[config.mk]
export PLATFORM = sky130hd
export DESIGN_NAME = gwwh_axis
export DESIGN_NICKNAME = d
export VERILOG_FILES = /design/src/rtl/gwwh_pkg.sv /design/src/rtl/gwwh_axis.sv
export SDC_FILE = /design/constraint.sdc
export NUM_CORES = 1
export LEC_CHECK = 0
export BUFFER_PORTS_ARGS = -buffer_cell sky130_fd_sc_hd__buf_4
export CAP_MARGIN = 20
export CORE_MARGIN = 3
export CORE_UTILIZATION = 40
export CTS_CLUSTER_SIZE = 10
export DETAILED_ROUTE_END_ITERATION = 8
export HOLD_SLACK_MARGIN = 0.1
export PLACE_DENSITY = 0.7
export SLEW_MARGIN = 0
export SYNTH_ARGS = -nofsm -noshare
export SYNTH_HDL_FRONTEND = slang
export SYNTH_SLANG_ARGS = --single-unit
[constraint.sdc]
create_clock -name clk -period 6.3 [get_ports clk]
set_clock_uncertainty 0.15 [all_clocks]
set_input_delay 0.945 -clock clk [delete_from_list [all_inputs] [get_ports clk]]
set_output_delay 0.945 -clock clk [all_outputs]
set_load 0.02 [all_outputs]
[src/rtl/gwwh_pkg.sv]
// ----------------------------------------------------------------------------
// gwwh_pkg
// shared sizes, register indexes and control types of the grid histogrammer
// ----------------------------------------------------------------------------
package gwwh_pkg;

	// grid shape
	localparam int NUM_FOILS   = 10;
	localparam int NUM_ROWS    = 13;
	localparam int NUM_COLUMNS = 19;

	localparam int DEPTH  = NUM_FOILS * NUM_ROWS * NUM_COLUMNS;
	localparam int ADDR_W = (DEPTH > 1) ? $clog2(DEPTH) : 1;

	// longest axis sets the scan length
	localparam int MAX_FR = (NUM_FOILS > NUM_ROWS) ? NUM_FOILS : NUM_ROWS;
	localparam int MAX_N  = (MAX_FR > NUM_COLUMNS) ? MAX_FR : NUM_COLUMNS;

	localparam int HALF_ROWS    = (NUM_ROWS - 1) / 2;
	localparam int HALF_COLUMNS = (NUM_COLUMNS - 1) / 2;

	// field widths
	localparam int IDX_W    = 6;
	localparam int POS_IN_W = 21;
	localparam int POS_W    = 28;
	localparam int WIN_W    = 17;
	localparam int PITCH_W  = 18;
	localparam int STEP_W   = 20;
	localparam int WEIGHT_W = 32;
	localparam int BIN_W    = 48;

	localparam logic [BIN_W-1:0] BIN_MAX = '1;

	// configuration port
	localparam int CFG_IDX_W  = 3;
	localparam int CFG_DATA_W = 21;

	localparam logic [CFG_IDX_W-1:0] REG_FOIL_FIRST_Z = 3'd0;
	localparam logic [CFG_IDX_W-1:0] REG_FOIL_SPACING = 3'd1;
	localparam logic [CFG_IDX_W-1:0] REG_FOIL_WINDOW  = 3'd2;
	localparam logic [CFG_IDX_W-1:0] REG_ROW_PITCH    = 3'd3;
	localparam logic [CFG_IDX_W-1:0] REG_COLUMN_PITCH = 3'd4;
	localparam logic [CFG_IDX_W-1:0] REG_HOLE_WINDOW  = 3'd5;

	typedef struct packed {
		logic             load;
		logic             step;
		logic [IDX_W-1:0] idx;
	} axis_ctrl_t;

	typedef struct packed {
		logic             hit;
		logic [IDX_W-1:0] idx;
	} axis_hit_t;

endpackage

[src/rtl/gwwh_axis.sv]
// ----------------------------------------------------------------------------
// gwwh_axis
// one-centre-per-cycle window match along a single axis, highest index kept
// ----------------------------------------------------------------------------
module gwwh_axis (
	input  logic                                   clk,
	input  logic                                   arst_n,
	input  gwwh_pkg::axis_ctrl_t                   ctrl,
	input  logic signed [gwwh_pkg::POS_W-1:0]      base,
	input  logic signed [gwwh_pkg::POS_W-1:0]      step,
	input  logic        [gwwh_pkg::WIN_W-1:0]      window,
	input  logic        [gwwh_pkg::IDX_W-1:0]      limit,
	input  logic signed [gwwh_pkg::POS_W-1:0]      pos,
	output gwwh_pkg::axis_hit_t                    found
);
	import gwwh_pkg::*;

	logic signed [POS_W-1:0] centre_q;
	logic                    hit_q;
	logic [IDX_W-1:0]        idx_q;

	logic signed [POS_W:0]   diff;
	logic        [POS_W:0]   mag;
	logic                    in_win;

	always_comb begin
		diff   = {pos[POS_W-1], pos} - {centre_q[POS_W-1], centre_q};
		mag    = diff[POS_W] ? (POS_W+1)'(-diff) : diff;
		in_win = (mag < (POS_W+1)'(window)) && (ctrl.idx < limit);
	end

	always_ff @(posedge clk or negedge arst_n) begin
		if (!arst_n) begin
			hit_q <= 1'b0;
		end else if (ctrl.load) begin
			hit_q <= 1'b0;
		end else if (ctrl.step && in_win) begin
			hit_q <= 1'b1;
		end
	end

	always_ff @(posedge clk) begin
		if (ctrl.load) begin
			centre_q <= base;
		end else if (ctrl.step) begin
			centre_q <= centre_q + step;
			if (in_win) begin
				idx_q <= ctrl.idx;
			end
		end
	end

	assign found.hit = hit_q;
	assign found.idx = idx_q;

endmodule

==> metrics, run 1 <==
clk buf depth=2; DR vias=5,599; top cell type's share of synthesized area=17.6%; first-pass GRT wire length=roughly 24,000 µm; Avg WL per Cell=~14 µm; Slew @ Worst Pin=0.954 ns; critical path fanouts, max=6; H-Tree Depth=2; Critical Path RT=6.15 ns; antenna viol nets, final=0; Max-slew headroom=a little over a third; Placer Congestion=0.891; pin count of the biggest net entering global routing=59; vias per cell=5.45; postcts setup bufs=0; Yosys cell types=83; Rows=43; clk_lat worst skew=around 0.30 ns; nets=1,044; Worst IR Drop VDD=roughly 0.15 mV; leakage power total=~3.3 nW; Residual DRC=0; Core ar.=around 14,000 µm²; Clock transition at path regs=~0.050 ns; Cells after Synth=735; Area growth syn-to-layout=21.2%; synthesized area per cell=just under 8 µm²; # diodes=0; CTS buffer count=5; ratio of cells with drive above 1 in the final layout=about a fifth; sequential-to-total area share from yosys stat=a little under a fifth; Worst path max stage delay=0.63 ns; number of I/O port buffers=123; critical path startpoint category=primary input; cell at the slowest stage of the critical path=or4b_2; Pwr per Cell Area=311 nW/µm²; arrival time of the worst setup path=around 5.7 ns; Hold Path Class=in -> async; # setup viols final=0; Final min period=slightly below 6 ns; setup ws final=about 0.45 ns; flops & latches, synth=35; final WL=14,700 µm; TritonRoute pass-1 iters=5; TritonCTS clock tree=built; type of destination of the critical path=flop; DP Worst Slack=roughly 0.19 ns; post-synthesis net count=around 930; Resized Gates After CTS=0; die span in y=between 100 and 150 µm; clk sinks=35; part of the cycle the worst path needs=between 90% and 100%; 1st-iter DRT viols=~310; class of the most critical setup path=in -> reg; CTS root buf=clkbuf_16; initial antenna violation count=0; Synth area leader=edfxtp_1; fmax=roughly 170 MHz; final hold vios=0; Ports=124; Post-CTS Hold Buffers=0; EDFF count, synth=34; vias in the first global route=approximately 5,300; mapped cell area=between 5000 and 6000 µm²; total of max-cap violations=0; YS warnings=0; Die ar.=approximately 16,000 µm²; Initial Util=between 40% and 50%; gr ovfl total=0; Layout fillers=about 1,400; Tot GR Track Use=18.0%; unrepaired setup endpoints after global routing=false; ys async rst share=2.86%; fin. max-slew vios=0; main flop type after synthesis=edfxtp_1; result of the run=finished clean; Area contributors post-synth=edfxtp_1 (18%), ha_1 (17%), nand2_1 (4.5%); die width=about 130 µm; cell breakdown of the critical path=buf_4, inv_1, ha_1, fa_1, nand2b_1, a211oi_2, nor2_1, xor2_1, o21ai_1, nor4b_2, and3_1, a31oi_1, xor2_1, ha_1, or4b_2, a21oi_1, and3_1, o2111ai_1, a41o_1, a311oi_2, nand2_1, nor4_1, buf_4; Fin Setup TNS=0 ns; hpwl dp=approximately 12,000 µm
-- synthesized netlist by cell type, drive strengths merged (4+ instances only) --
cell type	instances
mux2	6
and4	5
a211oi	8
o21a	13
edfxtp	34
nand3	21
o211ai	10
xnor2	27
o21ai	52
a211o	4
clkbuf	17
o21bai	7
a21o	30
nand2	70
nor3	17
and3	15
nor2	40
or2	6
nor4b	4
and2	6
buf	6
ha	77
or3	4
nand2b	17
nand3b	4
o2111ai	5
a31oi	11
o31ai	12
nand4	8
xor2	28
inv	63
a21oi	51
nor2b	8
-- logic make-up after synthesis --
logic type               count (synthesis)  share of synthesized area [%]
XOR/XNOR                                55                           8.30
AO/OA/AOI/OAI                          231                           26.8
flip-flops                              35                           18.0
buffers and inverters                   86                           5.93
AND/OR/NAND/NOR                        241                           22.1
multiplexers                             8                           1.57
adder cells (fa/ha/maj)                 79                           17.3
-- placed cells by master (no fill, tap or decap), types with 6 or more instances in the layout --
cell type	n
a211oi_1	6
a21o_1	30
a21oi_1	50
a31oi_1	11
and2_1	6
and3_1	14
buf_4	128
edfxtp_1	34
ha_1	77
inv_1	63
nand2_1	70
nand2b_1	16
nand3_1	21
nand4_1	7
nor2_1	39
nor2b_1	8
nor3_1	16
o211ai_1	10
o21a_1	13
o21ai_0	45
o21ai_1	7
o21bai_1	7
o31ai_1	11
xnor2_1	27
xor2_1	28
-- through the flow --
| step | hold WS (ns) | cells | power (mW) | cell area [µm²] | util, % |
|---|---|---|---|---|---|
| final | 0.270 | 1028 | 2.19 | 7040 | 50.1 |
| after global routing | 0.263 | 1028 | 2.42 | 7040 | 50.1 |
| after CTS | 0.265 | 1028 | 2.19 | 7040 | 50.1 |
| after detailed placement | 0.386 | 1021 | 1.93 | 6900 | 49.1 |
| after global placement | 0.383 | 1021 | 1.91 | 6900 | 49.1 |
| after floorplan | 0.350 | 735 | 1.58 | 5800 | - |
-- metal layers --
layer / part of all wire (%) / routed length, µm / up-vias / GRT usage, %
met4: 0.73 / 107 / 0 / 3.09
met1: 49 / 7250 / 2493 / 25.5
met3: 5.6 / 824 / 6 / 3.03
li1: - / - / 2945 / -
met5: 0 / 0 / - / 0
met2: 44 / 6530 / 155 / 29.3
-- final timing paths --
path                        startpoint       end  slack [ns]  cells past startpoint
hold reg to reg                  hit_q     hit_q        0.39                      2
hold / removal                  arst_n     hit_q        0.27                      1
min in group clk                 hit_q     hit_q        0.39                      2
max in group asynchronous       arst_n     hit_q        5.65                      1
setup / recovery                pos[0]  idx_q[0]        0.45                     23
setup reg to reg           centre_q[0]  idx_q[0]        0.79                     21
-- area by class of cell --
type                            count  area [µm²]  share of cell area [%]
Tap cell                          180         225                    3.20
Clock inverter                      2        8.76                   0.124
Clock buffer                        5         125                    1.78
Inverter                           63         236                    3.36
Multi-Input combinational cell    614        4410                    62.7
Timing Repair Buffer              129         981                    13.9
Sequential cell                    35        1050                    14.9
-- critical path: cells and delay by family --
kind / cells / cell delay (ns)
adders and majority gates: 3 / 0.81
AOI/OAI and AO/OA: 7 / 1.28
xor gates and xnor gates: 2 / 0.41
and+or+nand+nor: 8 / 1.94
buffers and inverters: 3 / 0.30
-- power by group --
group | switching, mW | internal (mW)
clock network | 0.104 | 0.142
logic | 0.898 | 0.699
registers | 0.0299 | 0.315
total | 1.03 | 1.16
-- state kept, by name, indices dropped and copies added (netlist names) --
name and count:
centre_q 28, idx_q 6, hit_q 1
(Power assumes the default switching activity.)
==> inputs of run 2 (changes only) <==
Clock period 6.3 ns to 6.55 ns, I/O delays scaled along.
==> run 2 against run 1 <==
Against the previous run:
- setup slack better by 0.12 ns
- die area stayed put
- cell count fell by 0.19%
- global-route usage rose by 0.37 points
==> metrics, run 2 (synthesis gave the netlist of run 1 again) <==
Final min period=around 6 ns; Placer Congestion=0.903 (+1.3%); Hold Worst Slack=0.305 ns (+0.0352 ns); hpwl dp=12,000 µm (+1.1%); Worst path max stage delay=0.62 ns (about the same); ratio of cells with drive above 1 in the final layout=19.1% (-0.31 points); vias in the first global route=5,389 (+2.5%); clk_lat worst skew=0.29 ns (about the same); number of I/O port buffers=123 (unchanged); leakage power total=3.28 nW (-0.56%); postcts setup bufs=0 (unchanged); Avg WL per Cell=14.4 µm (+0.94%); gr ovfl total=0 (unchanged); most frequent cells in the layout=buf_4 (126), ha_1 (77), nand2_1 (70); final WL=14,800 µm (+0.75%); Top Registers=centre_q: 28 flops, idx_q: 6 flops, hit_q: 1 flops; CP delay by family, top=simple AND/OR/NAND/NOR gates; DR vias=5,585 (-0.25%); Fin Setup TNS=0 ns (unchanged); antenna viol nets, final=0 (unchanged); Pwr per Cell Area=298 nW/µm² (-4.3%); Initial Util=41.3% (unchanged); 1st-iter DRT viols=354 (+16%); Biggest register=centre_q; Post-CTS Hold Buffers=0 (unchanged); total of max-cap violations=0 (unchanged); CTS buffer count=5 (unchanged); clk buf depth=2 (unchanged); cell at the slowest stage of the critical path=or4b_2; critical path fanouts, max=6 (unchanged); die width=126 µm (unchanged); fin cells=1,026 (-0.19%); nets=1,041 (-0.29%); Ports=124 (unchanged); TritonRoute pass-1 iters=4 (-1); class of the most critical setup path=in -> reg; commonest non-fill, non-tap cell in the layout=buf_4; Resized Gates After CTS=0 (unchanged); part of the cycle the worst path needs=about nine tenths; critical path startpoint category=primary input; unrepaired setup endpoints after global routing=false; Clock transition at path regs=0.05 ns (about the same); CP bufs+invs=3 (unchanged); vias per cell=5.44 (about the same); Rows=43 (unchanged); Area after DPL=6870 µm² (-0.51%); Max-slew headroom=33.8% (-1.8 points); # placed instances=1,018 (-0.29%); max FFs per register=28 (unchanged); result of the run=finished clean; r2r startpoint=centre_q[0]; initial antenna violation count=0 (unchanged); final hold vios=0 (unchanged); Worst IR Drop VDD=0.142 mV (-7.1%); Die ar.=16,000 µm² (unchanged); fmax=167 MHz; clk sinks=35 (unchanged); pin count of the biggest net entering global routing=59 (unchanged); Tot GR Track Use=18.4% (+0.37 points); fin. max-slew vios=0 (unchanged); Critical Path RT=6.41 ns (+0.26 ns); first-pass GRT wire length=24,700 µm (+2.1%); TritonCTS clock tree=built; die span in y=126 µm (unchanged); CTS root buf=clkbuf_16; H-Tree Depth=2 (unchanged); post-route cell area=7000 µm² (-0.44%); Residual DRC=0 (unchanged); cell breakdown of the critical path=buf_4, inv_1, ha_1, fa_1, nand2b_1, a211oi_2, nor3_1, or3b_1, nor4b_2, and3_1, a31oi_1, xor2_1, ha_1, or4b_2, a21oi_1, and3_1, o2111ai_1, a41o_1, a311oi_2, nand2_1, nor4_1, buf_4; Area growth syn-to-layout=20.7%; # setup viols final=0 (unchanged); arrival time of the worst setup path=5.83 ns (+0.13 ns); Hold Path Class=in -> async; Crit. Startpoint=pos[0]; # diodes=0 (unchanged); Core ar.=14,000 µm² (unchanged); Slew @ Worst Pin=0.980 ns (+0.0268 ns); type of destination of the critical path=flop
==> run 2: metal layers <==
| metal | vias to the layer above | GRT usage, % | share of wire [%] |
|---|---|---|---|
| li1 | 2941 | - | - |
| met1 | 2485 | 25.6 | 48 |
| met2 | 146 | 29.5 | 44 |
| met3 | 13 | 3.54 | 6.1 |
| met4 | 0 | 4.16 | 1.5 |
| met5 | - | 0 | 0 |
==> run 2: metrics by stage <==
stage / util, % / power [mW] / worst slack (ns)
after floorplan: - / 1.52 / 0.391
after global placement: 48.9 / 1.83 / 0.484
after detailed placement: 48.9 / 1.85 / 0.357
after CTS: 49.9 / 2.09 / 0.656
after global routing: 49.9 / 2.31 / 0.161
final: 49.9 / 2.09 / 0.577
==> run 2: power by group <==
part / switching, mW / total (mW) / internal, mW / leakage (nW)
Clock: 0.0959 / 0.237 / 0.141 / 0.0679
Sequential: 0.0282 / 0.332 / 0.303 / 0.357
Combinational: 0.857 / 1.52 / 0.660 / 2.85
==> run 2: final timing paths <==
check | cells past startpoint | slack [ns] | endpoint
worst max-delay path | 22 | 0.58 | idx_q[0]
worst min-delay path | 1 | 0.31 | hit_q
worst max register to register | 20 | 0.95 | idx_q[0]
worst min register to register | 2 | 0.40 | hit_q
max in group asynchronous | 1 | 5.86 | hit_q
min in group clk | 2 | 0.40 | hit_q
==> run 2: final cells by class <==
type	count	area [µm²]
Tap cell	180	225
Timing Repair Buffer	126	946
Fill cell	1402	7040
Clock buffer	7	133
Sequential cell	35	1050
Clock inverter	1	5.00
Inverter	63	236
Multi-Input combinational cell	614	4410
